<file path="src/rtl/bof_pkg.sv">
// Package with the shared constants, types and state codes of the box overlap fraction block.
package bof_pkg;

  localparam int CoordWidth = 32;
  localparam int FracBits   = 16;
  localparam int CntW       = $clog2(FracBits);
  localparam int QueueDepth = 2;
  localparam int QPtrW      = $clog2(QueueDepth);
  localparam int QCntW      = $clog2(QueueDepth + 1);

  localparam logic [FracBits:0] One = {1'b1, {FracBits{1'b0}}};

  typedef struct packed {
    logic                  empty;
    logic                  last;
    logic [CoordWidth-1:0] inter_width;
    logic [CoordWidth-1:0] first_width;
  } job_t;

  typedef enum logic [1:0] {
    ST_IDLE,
    ST_DIV,
    ST_MUL,
    ST_EMIT
  } back_state_e;

endpackage

</file>
<file path="src/rtl/bof_if.sv">
// Request and result channel interfaces of the box overlap fraction block.
interface bof_in_if;
  logic                                  valid;
  logic                                  ready;
  logic signed [bof_pkg::CoordWidth-1:0] first_lower;
  logic signed [bof_pkg::CoordWidth-1:0] first_upper;
  logic signed [bof_pkg::CoordWidth-1:0] second_lower;
  logic signed [bof_pkg::CoordWidth-1:0] second_upper;
  logic                                  last_dimension;

  modport source(output valid, first_lower, first_upper, second_lower, second_upper,
                 last_dimension, input ready);
  modport sink(input valid, first_lower, first_upper, second_lower, second_upper,
               last_dimension, output ready);
endinterface

interface bof_out_if;
  logic                          valid;
  logic                          ready;
  logic [bof_pkg::FracBits:0]    fraction;
  logic                          disjoint;

  modport source(output valid, fraction, disjoint, input ready);
  modport sink(input valid, fraction, disjoint, output ready);
endinterface

</file>
<file path="src/rtl/bof_front.sv">
// Front part: intersects the two intervals of a request and classifies it into a job.
module bof_front (
  bof_in_if.sink             in_i,
  output logic               push_valid_o,
  input  logic               push_ready_i,
  output bof_pkg::job_t      push_job_o
);

  logic signed [bof_pkg::CoordWidth-1:0] lo;
  logic signed [bof_pkg::CoordWidth-1:0] hi;

  always_comb begin
    lo = (in_i.first_lower > in_i.second_lower) ? in_i.first_lower : in_i.second_lower;
    hi = (in_i.first_upper < in_i.second_upper) ? in_i.first_upper : in_i.second_upper;
    push_job_o.empty       = lo > hi;
    push_job_o.last        = in_i.last_dimension;
    push_job_o.inter_width = hi - lo;
    push_job_o.first_width = in_i.first_upper - in_i.first_lower;
  end

  assign push_valid_o = in_i.valid;
  assign in_i.ready   = push_ready_i;

endmodule

</file>
<file path="src/rtl/bof_queue.sv">
// Two-entry job queue between the front and the back part.
module bof_queue (
  input  logic                clk_i,
  input  logic                rst_ni,
  input  logic                push_valid_i,
  output logic                push_ready_o,
  input  bof_pkg::job_t       push_job_i,
  output logic                pop_valid_o,
  input  logic                pop_ready_i,
  output bof_pkg::job_t       pop_job_o
);

  bof_pkg::job_t                   mem_q [bof_pkg::QueueDepth];
  logic [bof_pkg::QPtrW-1:0]       wr_ptr_q, wr_ptr_d;
  logic [bof_pkg::QPtrW-1:0]       rd_ptr_q, rd_ptr_d;
  logic [bof_pkg::QCntW-1:0]       count_q, count_d;
  logic                            push, pop;

  assign push_ready_o = count_q != bof_pkg::QCntW'(bof_pkg::QueueDepth);
  assign pop_valid_o  = count_q != '0;
  assign pop_job_o    = mem_q[rd_ptr_q];
  assign push         = push_valid_i && push_ready_o;
  assign pop          = pop_valid_o && pop_ready_i;

  always_comb begin
    wr_ptr_d = push ? wr_ptr_q + 1'b1 : wr_ptr_q;
    rd_ptr_d = pop ? rd_ptr_q + 1'b1 : rd_ptr_q;
    count_d  = count_q;
    if (push && !pop) begin
      count_d = count_q + 1'b1;
    end else if (pop && !push) begin
      count_d = count_q - 1'b1;
    end
  end

  always_ff @(posedge clk_i or negedge rst_ni) begin
    if (!rst_ni) begin
      wr_ptr_q <= '0;
      rd_ptr_q <= '0;
      count_q  <= '0;
    end else begin
      wr_ptr_q <= wr_ptr_d;
      rd_ptr_q <= rd_ptr_d;
      count_q  <= count_d;
    end
  end

  always_ff @(posedge clk_i) begin
    if (push) begin
      mem_q[wr_ptr_q] <= push_job_i;
    end
  end

endmodule

</file>
<file path="src/rtl/bof_back.sv">
// Back part: serial width divider, product accumulator and result register.
module bof_back (
  input  logic                clk_i,
  input  logic                rst_ni,
  input  logic                pop_valid_i,
  output logic                pop_ready_o,
  input  bof_pkg::job_t       pop_job_i,
  bof_out_if.source           out_o
);

  bof_pkg::back_state_e              state_q, state_d;
  logic [bof_pkg::CoordWidth-1:0]    rem_q, rem_d;
  logic [bof_pkg::CoordWidth-1:0]    den_q, den_d;
  logic [bof_pkg::FracBits-1:0]      quo_q, quo_d;
  logic [bof_pkg::CntW-1:0]          cnt_q, cnt_d;
  logic                              last_q, last_d;
  logic [bof_pkg::FracBits:0]        prod_q, prod_d;
  logic                              empty_q, empty_d;
  logic                              out_valid_q, out_valid_d;
  logic [bof_pkg::FracBits:0]        fraction_q, fraction_d;
  logic                              disjoint_q, disjoint_d;
  logic [bof_pkg::CoordWidth:0]      rem_shift;
  logic                              rem_ge;
  logic [bof_pkg::CoordWidth:0]      rem_sub;
  logic [2*bof_pkg::FracBits+1:0]    mul_full;

  assign rem_shift = {rem_q, 1'b0};
  assign rem_ge    = rem_shift >= {1'b0, den_q};
  assign rem_sub   = rem_shift - {1'b0, den_q};
  assign mul_full  = prod_q * {1'b0, quo_q};

  assign out_o.valid    = out_valid_q;
  assign out_o.fraction = fraction_q;
  assign out_o.disjoint = disjoint_q;

  always_comb begin
    state_d     = state_q;
    rem_d       = rem_q;
    den_d       = den_q;
    quo_d       = quo_q;
    cnt_d       = cnt_q;
    last_d      = last_q;
    prod_d      = prod_q;
    empty_d     = empty_q;
    fraction_d  = fraction_q;
    disjoint_d  = disjoint_q;
    out_valid_d = out_valid_q && !out_o.ready;
    pop_ready_o = 1'b0;
    case (state_q)
      bof_pkg::ST_IDLE: begin
        pop_ready_o = 1'b1;
        if (pop_valid_i) begin
          last_d  = pop_job_i.last;
          empty_d = empty_q || pop_job_i.empty;
          if (!empty_d && pop_job_i.inter_width != pop_job_i.first_width) begin
            rem_d   = pop_job_i.inter_width;
            den_d   = pop_job_i.first_width;
            quo_d   = '0;
            cnt_d   = '0;
            state_d = bof_pkg::ST_DIV;
          end else if (pop_job_i.last) begin
            state_d = bof_pkg::ST_EMIT;
          end
        end
      end
      bof_pkg::ST_DIV: begin
        rem_d = rem_ge ? rem_sub[bof_pkg::CoordWidth-1:0]
                       : rem_shift[bof_pkg::CoordWidth-1:0];
        quo_d = {quo_q[bof_pkg::FracBits-2:0], rem_ge};
        cnt_d = cnt_q + 1'b1;
        if (cnt_q == bof_pkg::CntW'(bof_pkg::FracBits - 1)) begin
          state_d = bof_pkg::ST_MUL;
        end
      end
      bof_pkg::ST_MUL: begin
        prod_d  = mul_full[2*bof_pkg::FracBits:bof_pkg::FracBits];
        state_d = last_q ? bof_pkg::ST_EMIT : bof_pkg::ST_IDLE;
      end
      bof_pkg::ST_EMIT: begin
        if (!out_valid_q || out_o.ready) begin
          out_valid_d = 1'b1;
          fraction_d  = empty_q ? '0 : prod_q;
          disjoint_d  = empty_q;
          prod_d      = bof_pkg::One;
          empty_d     = 1'b0;
          state_d     = bof_pkg::ST_IDLE;
        end
      end
      default: begin
        state_d = bof_pkg::ST_IDLE;
      end
    endcase
  end

  always_ff @(posedge clk_i or negedge rst_ni) begin
    if (!rst_ni) begin
      state_q     <= bof_pkg::ST_IDLE;
      prod_q      <= bof_pkg::One;
      empty_q     <= 1'b0;
      out_valid_q <= 1'b0;
      cnt_q       <= '0;
      last_q      <= 1'b0;
    end else begin
      state_q     <= state_d;
      prod_q      <= prod_d;
      empty_q     <= empty_d;
      out_valid_q <= out_valid_d;
      cnt_q       <= cnt_d;
      last_q      <= last_d;
    end
  end

  always_ff @(posedge clk_i) begin
    rem_q      <= rem_d;
    den_q      <= den_d;
    quo_q      <= quo_d;
    fraction_q <= fraction_d;
    disjoint_q <= disjoint_d;
  end

  // The running product never exceeds one.
  a_prod_bounded: assert property (@(posedge clk_i) disable iff (!rst_ni)
    prod_q <= bof_pkg::One)
    else $error("running product above one");

  // A disjoint result always carries a zero fraction.
  a_disjoint_zero: assert property (@(posedge clk_i) disable iff (!rst_ni)
    out_valid_q && disjoint_q |-> fraction_q == '0)
    else $error("disjoint result with nonzero fraction");

  // The partial remainder stays below the divisor throughout the division.
  a_rem_below_den: assert property (@(posedge clk_i) disable iff (!rst_ni)
    state_q == bof_pkg::ST_DIV |-> rem_q < den_q)
    else $error("divider remainder not below divisor");

  // The last division step always hands over to the multiply step.
  a_div_to_mul: assert property (@(posedge clk_i) disable iff (!rst_ni)
    state_q == bof_pkg::ST_DIV && cnt_q == bof_pkg::CntW'(bof_pkg::FracBits - 1)
    |=> state_q == bof_pkg::ST_MUL)
    else $error("division did not end in the multiply step");

  // A pending result is held until it is taken.
  a_result_held: assert property (@(posedge clk_i) disable iff (!rst_ni)
    out_valid_q && !out_o.ready |=> out_valid_q && $stable(fraction_q))
    else $error("pending result dropped or changed");

endmodule

</file>
<file path="src/rtl/box_overlap_fraction_core.sv">
// Top level of the box overlap fraction block: front, job queue and back part.
// Each request carries one dimension of two boxes; on the request marked as the last
// dimension the block returns the part of the first box inside the second, unsigned
// Q1.16. A request whose interval ratio is not exactly one is taken in the idle state,
// runs through the serial restoring divider and then the multiply step; a request with
// an empty intersection, an already disjoint pair or equal widths is handled in the idle
// state alone, and the last dimension adds the emit state to load the result register.
// The divider sets the sustained rate; a two-entry queue lets the front take requests
// while the back part is busy and the result register waits to be taken.
module box_overlap_fraction_core (
  input  logic        clk_i,
  input  logic        rst_ni,
  bof_in_if.sink      in_i,
  bof_out_if.source   out_o
);

  logic            push_valid;
  logic            push_ready;
  bof_pkg::job_t   push_job;
  logic            pop_valid;
  logic            pop_ready;
  bof_pkg::job_t   pop_job;

  bof_front u_front (
    .in_i         (in_i),
    .push_valid_o (push_valid),
    .push_ready_i (push_ready),
    .push_job_o   (push_job)
  );

  bof_queue u_queue (
    .clk_i        (clk_i),
    .rst_ni       (rst_ni),
    .push_valid_i (push_valid),
    .push_ready_o (push_ready),
    .push_job_i   (push_job),
    .pop_valid_o  (pop_valid),
    .pop_ready_i  (pop_ready),
    .pop_job_o    (pop_job)
  );

  bof_back u_back (
    .clk_i       (clk_i),
    .rst_ni      (rst_ni),
    .pop_valid_i (pop_valid),
    .pop_ready_o (pop_ready),
    .pop_job_i   (pop_job),
    .out_o       (out_o)
  );

endmodule

</file>
<file path="src/flat_wrapper.sv">
// flat-port wrapper written by rule: the top's interface ports become plain ports
module box_overlap_fraction_core_flat 
  (clk_i, rst_ni, in_i_valid, in_i_first_lower, in_i_first_upper, in_i_second_lower, in_i_second_upper, in_i_last_dimension, in_i_ready, out_o_valid, out_o_fraction, out_o_disjoint, out_o_ready);
  bof_in_if in_i_i ();
  bof_out_if out_o_i ();
  input  logic clk_i;
  input  logic rst_ni;
  input wire logic [$bits(in_i_i.valid)-1:0] in_i_valid;
  input wire logic [$bits(in_i_i.first_lower)-1:0] in_i_first_lower;
  input wire logic [$bits(in_i_i.first_upper)-1:0] in_i_first_upper;
  input wire logic [$bits(in_i_i.second_lower)-1:0] in_i_second_lower;
  input wire logic [$bits(in_i_i.second_upper)-1:0] in_i_second_upper;
  input wire logic [$bits(in_i_i.last_dimension)-1:0] in_i_last_dimension;
  output wire logic [$bits(in_i_i.ready)-1:0] in_i_ready;
  output wire logic [$bits(out_o_i.valid)-1:0] out_o_valid;
  output wire logic [$bits(out_o_i.fraction)-1:0] out_o_fraction;
  output wire logic [$bits(out_o_i.disjoint)-1:0] out_o_disjoint;
  input wire logic [$bits(out_o_i.ready)-1:0] out_o_ready;
  assign in_i_i.valid = in_i_valid;
  assign in_i_i.first_lower = in_i_first_lower;
  assign in_i_i.first_upper = in_i_first_upper;
  assign in_i_i.second_lower = in_i_second_lower;
  assign in_i_i.second_upper = in_i_second_upper;
  assign in_i_i.last_dimension = in_i_last_dimension;
  assign in_i_ready = in_i_i.ready;
  assign out_o_valid = out_o_i.valid;
  assign out_o_fraction = out_o_i.fraction;
  assign out_o_disjoint = out_o_i.disjoint;
  assign out_o_i.ready = out_o_ready;
  box_overlap_fraction_core u_core (.clk_i(clk_i), .rst_ni(rst_ni), .in_i(in_i_i), .out_o(out_o_i));
endmodule
</file>
<file path="config.mk">
export PLATFORM = sky130hd
export DESIGN_NAME = box_overlap_fraction_core_flat
export DESIGN_NICKNAME = d
export VERILOG_FILES = /design/src/rtl/bof_pkg.sv /design/src/rtl/bof_if.sv /design/src/rtl/bof_front.sv /design/src/rtl/bof_queue.sv /design/src/rtl/bof_back.sv /design/src/rtl/box_overlap_fraction_core.sv /design/src/flat_wrapper.sv
export SDC_FILE = /design/constraint.sdc
export NUM_CORES = 1
export LEC_CHECK = 0
export ABC_AREA = 1
export BUFFER_PORTS_ARGS = -buffer_cell sky130_fd_sc_hd__buf_2
export CORE_UTILIZATION = 62
export DETAILED_ROUTE_END_ITERATION = 6
export GPL_ROUTABILITY_DRIVEN = 0
export GPL_TIMING_DRIVEN = 0
export HOLD_SLACK_MARGIN = 0.03
export PLACE_DENSITY = 0.81
export SETUP_SLACK_MARGIN = 0.1
export SLEW_MARGIN = 20
export SYNTH_ARGS = -nofsm -noshare
export SYNTH_HDL_FRONTEND = slang
export SYNTH_SLANG_ARGS = --single-unit
</file>
<file path="constraint.sdc">
create_clock -name clk_i -period 11.2 [get_ports clk_i]
set_clock_uncertainty 0.05 [all_clocks]
set_input_delay 2.24 -clock clk_i [delete_from_list [all_inputs] [get_ports clk_i]]
set_output_delay 2.24 -clock clk_i [all_outputs]
set_load 0.01 [all_outputs]
</file>
==> results.txt <==
quantity of I/O buffers inserted on ports - 152
top cells by area, synth - sky130_fd_sc_hd__edfxtp_1 (24%), sky130_fd_sc_hd__nand2_1 (16%), sky130_fd_sc_hd__fa_1 (15%)
post-synth top area cell - sky130_fd_sc_hd__edfxtp_1
Netlist Area Pre-Place - 28900 µm²
status - complete, but fails checks
number of antenna violations at the first check in global routing - 0
Critical-path top delay cell - sky130_fd_sc_hd__clkbuf_1
clock buffers created by TritonCTS - 28
Yosys cell types - 47
Detailed Route Iter0 Violations - 2769
Highest Clock Rate - 143 MHz
type of the tightest min-delay check - flop to flop
flip-flop and latch count after synthesis - 260
total routing resource utilization after global routing - 0.357
max-slew violations - 0
row cnt - 78
Crit Reg-Reg Startpoint - u_core.u_back.prod_q[7]
most common cell after layout, fill and taps aside - sky130_fd_sc_hd__nand2_1
maximum root-to-sink buffer count - 3
critical path required time - 11.58 ns
number of synthesized flops with an enable pin - 230
fraction of layout instances using a drive strength above 1 - 0.0615
critical path buffer and inverter count - 6
Post-CTS Setup Bufs - 0
fraction of registers with async set or reset after synthesis - 0.115
die area - 47400 µm²
setup repair after global routing missed its margin - no
effective utilization at floorplan - 0.632
post-route clock period utilization - 0.626
Crit. Startpoint - u_core.u_back.prod_q[7]
cell at the root of the clock tree - sky130_fd_sc_hd__clkbuf_16
final number of hold-violating endpoints - 0
peak per-stage delay on the critical path - 0.63 ns
total overflow reported by the global router - 0
via count of the first global-routing pass - 26000
crit-path cells - clkbuf_1, clkbuf_1, nand2_1, fa_1, inv_1, fa_1, fa_1, fa_1, fa_1, inv_1, fa_1, inv_1, ha_1, nand2_1, nor2_1, inv_1, nor3_1, nand2_1, o21ai_0, nand2_1, nand2_1, o22ai_1
DRC violations left - 2
Final min period - 7.01 ns
Core Area - 45700 µm²
syn nets - 4507
setup violators final - 0
setup tns final - 0 ns
final routed wire length divided by cell count - 17.5 µm
clk slew on worst S/H paths - 0.06 ns
Die Width - 218 µm
most repeated library cell on the critical path - sky130_fd_sc_hd__fa_1
via count - 26600
Worst Setup Path Type - flop to flop
Pre-Repair DR Iteration Count - 7
Relative slew margins - 0.402
arrival time of data at the critical path endpoint - 7.39 ns
Ant. Diodes - 0
crit end category - flop
transition time at the pin with the least slew margin - 0.893 ns
Detail Route Antenna Nets - 0
sequential fraction of the synthesis area - 0.265
Layout area overhead - 9.45%
warnings from Yosys - 0
vertical extent of the die - 218 µm
Detailed Route WL - 82400 µm
quantity of gates resized following cts - 0
maximum level of the CTS H-tree - 1
area share of the leading cell type in the synthesized netlist - 0.239
nature of the critical path startpoint - flop
count of hold-fix buffers inserted at cts - 0
number of inserted filler cells in the final layout - 3712
Mean Syn Cell Area - 7.40 µm²
detail-routed via count per cell - 5.63
top library cells by usage in the layout, fill and taps aside - sky130_fd_sc_hd__nand2_1 (1261), sky130_fd_sc_hd__inv_1 (784), sky130_fd_sc_hd__ha_1 (262)
TritonCTS clock tree - built
CP delay by family, top - adder cells
violated checks - DRC
worst-path fanout max - 10
Worst Min Path Start - u_core.u_queue.count_q[0]
cell count after synthesis - 3902
number of max-cap violations - 0
clk sinks - 260
Layout Nets - 4695
dominant synthesized flop cell - sky130_fd_sc_hd__edfxtp_1
wire length of the first global-routing pass - 132000 µm
maximum number of pins on one net before global-route repair - 34
r2r setup slk - 4.19 ns
Skew-Pair Late Insertion Delay - 0.61 ns
post-DP HPWL - 66300 µm
I/O pin count - 153
-- per-stage QoR --
stage | hold WS, ns | setup WS, ns | instance area (µm²) | utilization | cells
global placement | 0.381 | 4.00 | 30400 | 0.665 | 4654
finish | 0.425 | 4.19 | 31600 | 0.692 | 4712
detailed placement | 0.410 | 3.88 | 30500 | 0.669 | 4660
CTS | 0.422 | 4.43 | 31600 | 0.692 | 4712
global route | 0.438 | 3.91 | 31600 | 0.692 | 4712
floorplan | 0.373 | 5.55 | 28900 | - | 3902
-- cell usage after synthesis, drive strengths merged (37+ instances only) --
| master | n |
|---|---|
| ha | 262 |
| nand2 | 1263 |
| a21oi | 182 |
| xnor2 | 37 |
| nand3b | 37 |
| o21ai | 106 |
| xor2 | 49 |
| nand4 | 60 |
| nor2 | 211 |
| nand3 | 162 |
| clkbuf | 99 |
| fa | 210 |
| inv | 786 |
| edfxtp | 230 |
-- flip-flops by register name (all words and copies together) (netlist names) --
register	cells
u_core.u_back.cnt_q	4
u_core.u_back.den_q	32
u_core.u_back.empty_q	1
u_core.u_back.last_q	1
u_core.u_back.out_o.disjoint	1
u_core.u_back.out_o.fraction	17
u_core.u_back.out_o.valid	1
u_core.u_back.prod_q	17
u_core.u_back.quo_q	16
u_core.u_back.rem_q	32
u_core.u_back.state_q	2
u_core.u_queue.count_q	2
u_core.u_queue.mem_q	132
u_core.u_queue.rd_ptr_q	1
u_core.u_queue.wr_ptr_q	1
-- layer usage --
layer / routed length [µm] / part of all wire / vias to the layer above / track usage
met5: 0 / 0 / - / 0
met4: 2740 / 0.033 / 0 / 0.118
met3: 9660 / 0.12 / 213 / 0.0665
met2: 35900 / 0.44 / 1519 / 0.556
met1: 34100 / 0.41 / 12200 / 0.502
li1: - / - / 12600 / -
-- final cells by class --
cell class / count / area, µm² / share of cell area
Clock buffer: 31 / 753 / 0.0238
Buffer: 135 / 608 / 0.0192
Multi-Input combinational cell: 2721 / 17700 / 0.559
Sequential cell: 260 / 7660 / 0.242
Inverter: 786 / 2950 / 0.0934
Tap cell: 600 / 751 / 0.0238
Timing Repair Buffer: 158 / 903 / 0.0286
Clock inverter: 21 / 294 / 0.00931
-- worst paths after layout --
check / to / depth (start not counted)
worst max-delay path: u_core.u_back.prod_q[10] / 22
worst min-delay path: u_core.u_queue.count_q[0] / 1
worst max register to register: u_core.u_back.prod_q[10] / 22
worst min register to register: u_core.u_queue.count_q[0] / 1
max in group asynchronous: u_core.u_back.prod_q[13] / 1
min in group asynchronous: u_core.u_queue.wr_ptr_q / 1
-- worst register-to-register path, stage by stage (launching register included) --
cell                       delay [ns]
sky130_fd_sc_hd__dfrtp_1         0.32
sky130_fd_sc_hd__clkbuf_1        0.63
sky130_fd_sc_hd__clkbuf_1        0.63
sky130_fd_sc_hd__nand2_1         0.17
sky130_fd_sc_hd__fa_1            0.51
sky130_fd_sc_hd__inv_1           0.05
sky130_fd_sc_hd__fa_1            0.49
sky130_fd_sc_hd__fa_1            0.54
sky130_fd_sc_hd__fa_1            0.52
sky130_fd_sc_hd__fa_1            0.55
sky130_fd_sc_hd__inv_1           0.06
sky130_fd_sc_hd__fa_1            0.61
sky130_fd_sc_hd__inv_1           0.09
sky130_fd_sc_hd__ha_1            0.40
sky130_fd_sc_hd__nand2_1         0.12
sky130_fd_sc_hd__nor2_1          0.16
sky130_fd_sc_hd__inv_1           0.09
sky130_fd_sc_hd__nor3_1          0.18
sky130_fd_sc_hd__nand2_1         0.08
sky130_fd_sc_hd__o21ai_0         0.39
sky130_fd_sc_hd__nand2_1         0.09
sky130_fd_sc_hd__nand2_1         0.07
sky130_fd_sc_hd__o22ai_1         0.07
-- logic make-up after synthesis --
group | Yosys count | share of synthesized area
AOI/OAI and AO/OA | 388 | 0.0753
xor gates and xnor gates | 86 | 0.0261
adders and majority gates | 472 | 0.259
buffers and inverters | 921 | 0.123
DFF | 260 | 0.265
muxes | 1 | 0.000347
and+or+nand+nor | 1774 | 0.250
Power is not shown: default switching activity piles up to over one toggle a cycle in this logic, so the estimate is an artifact.
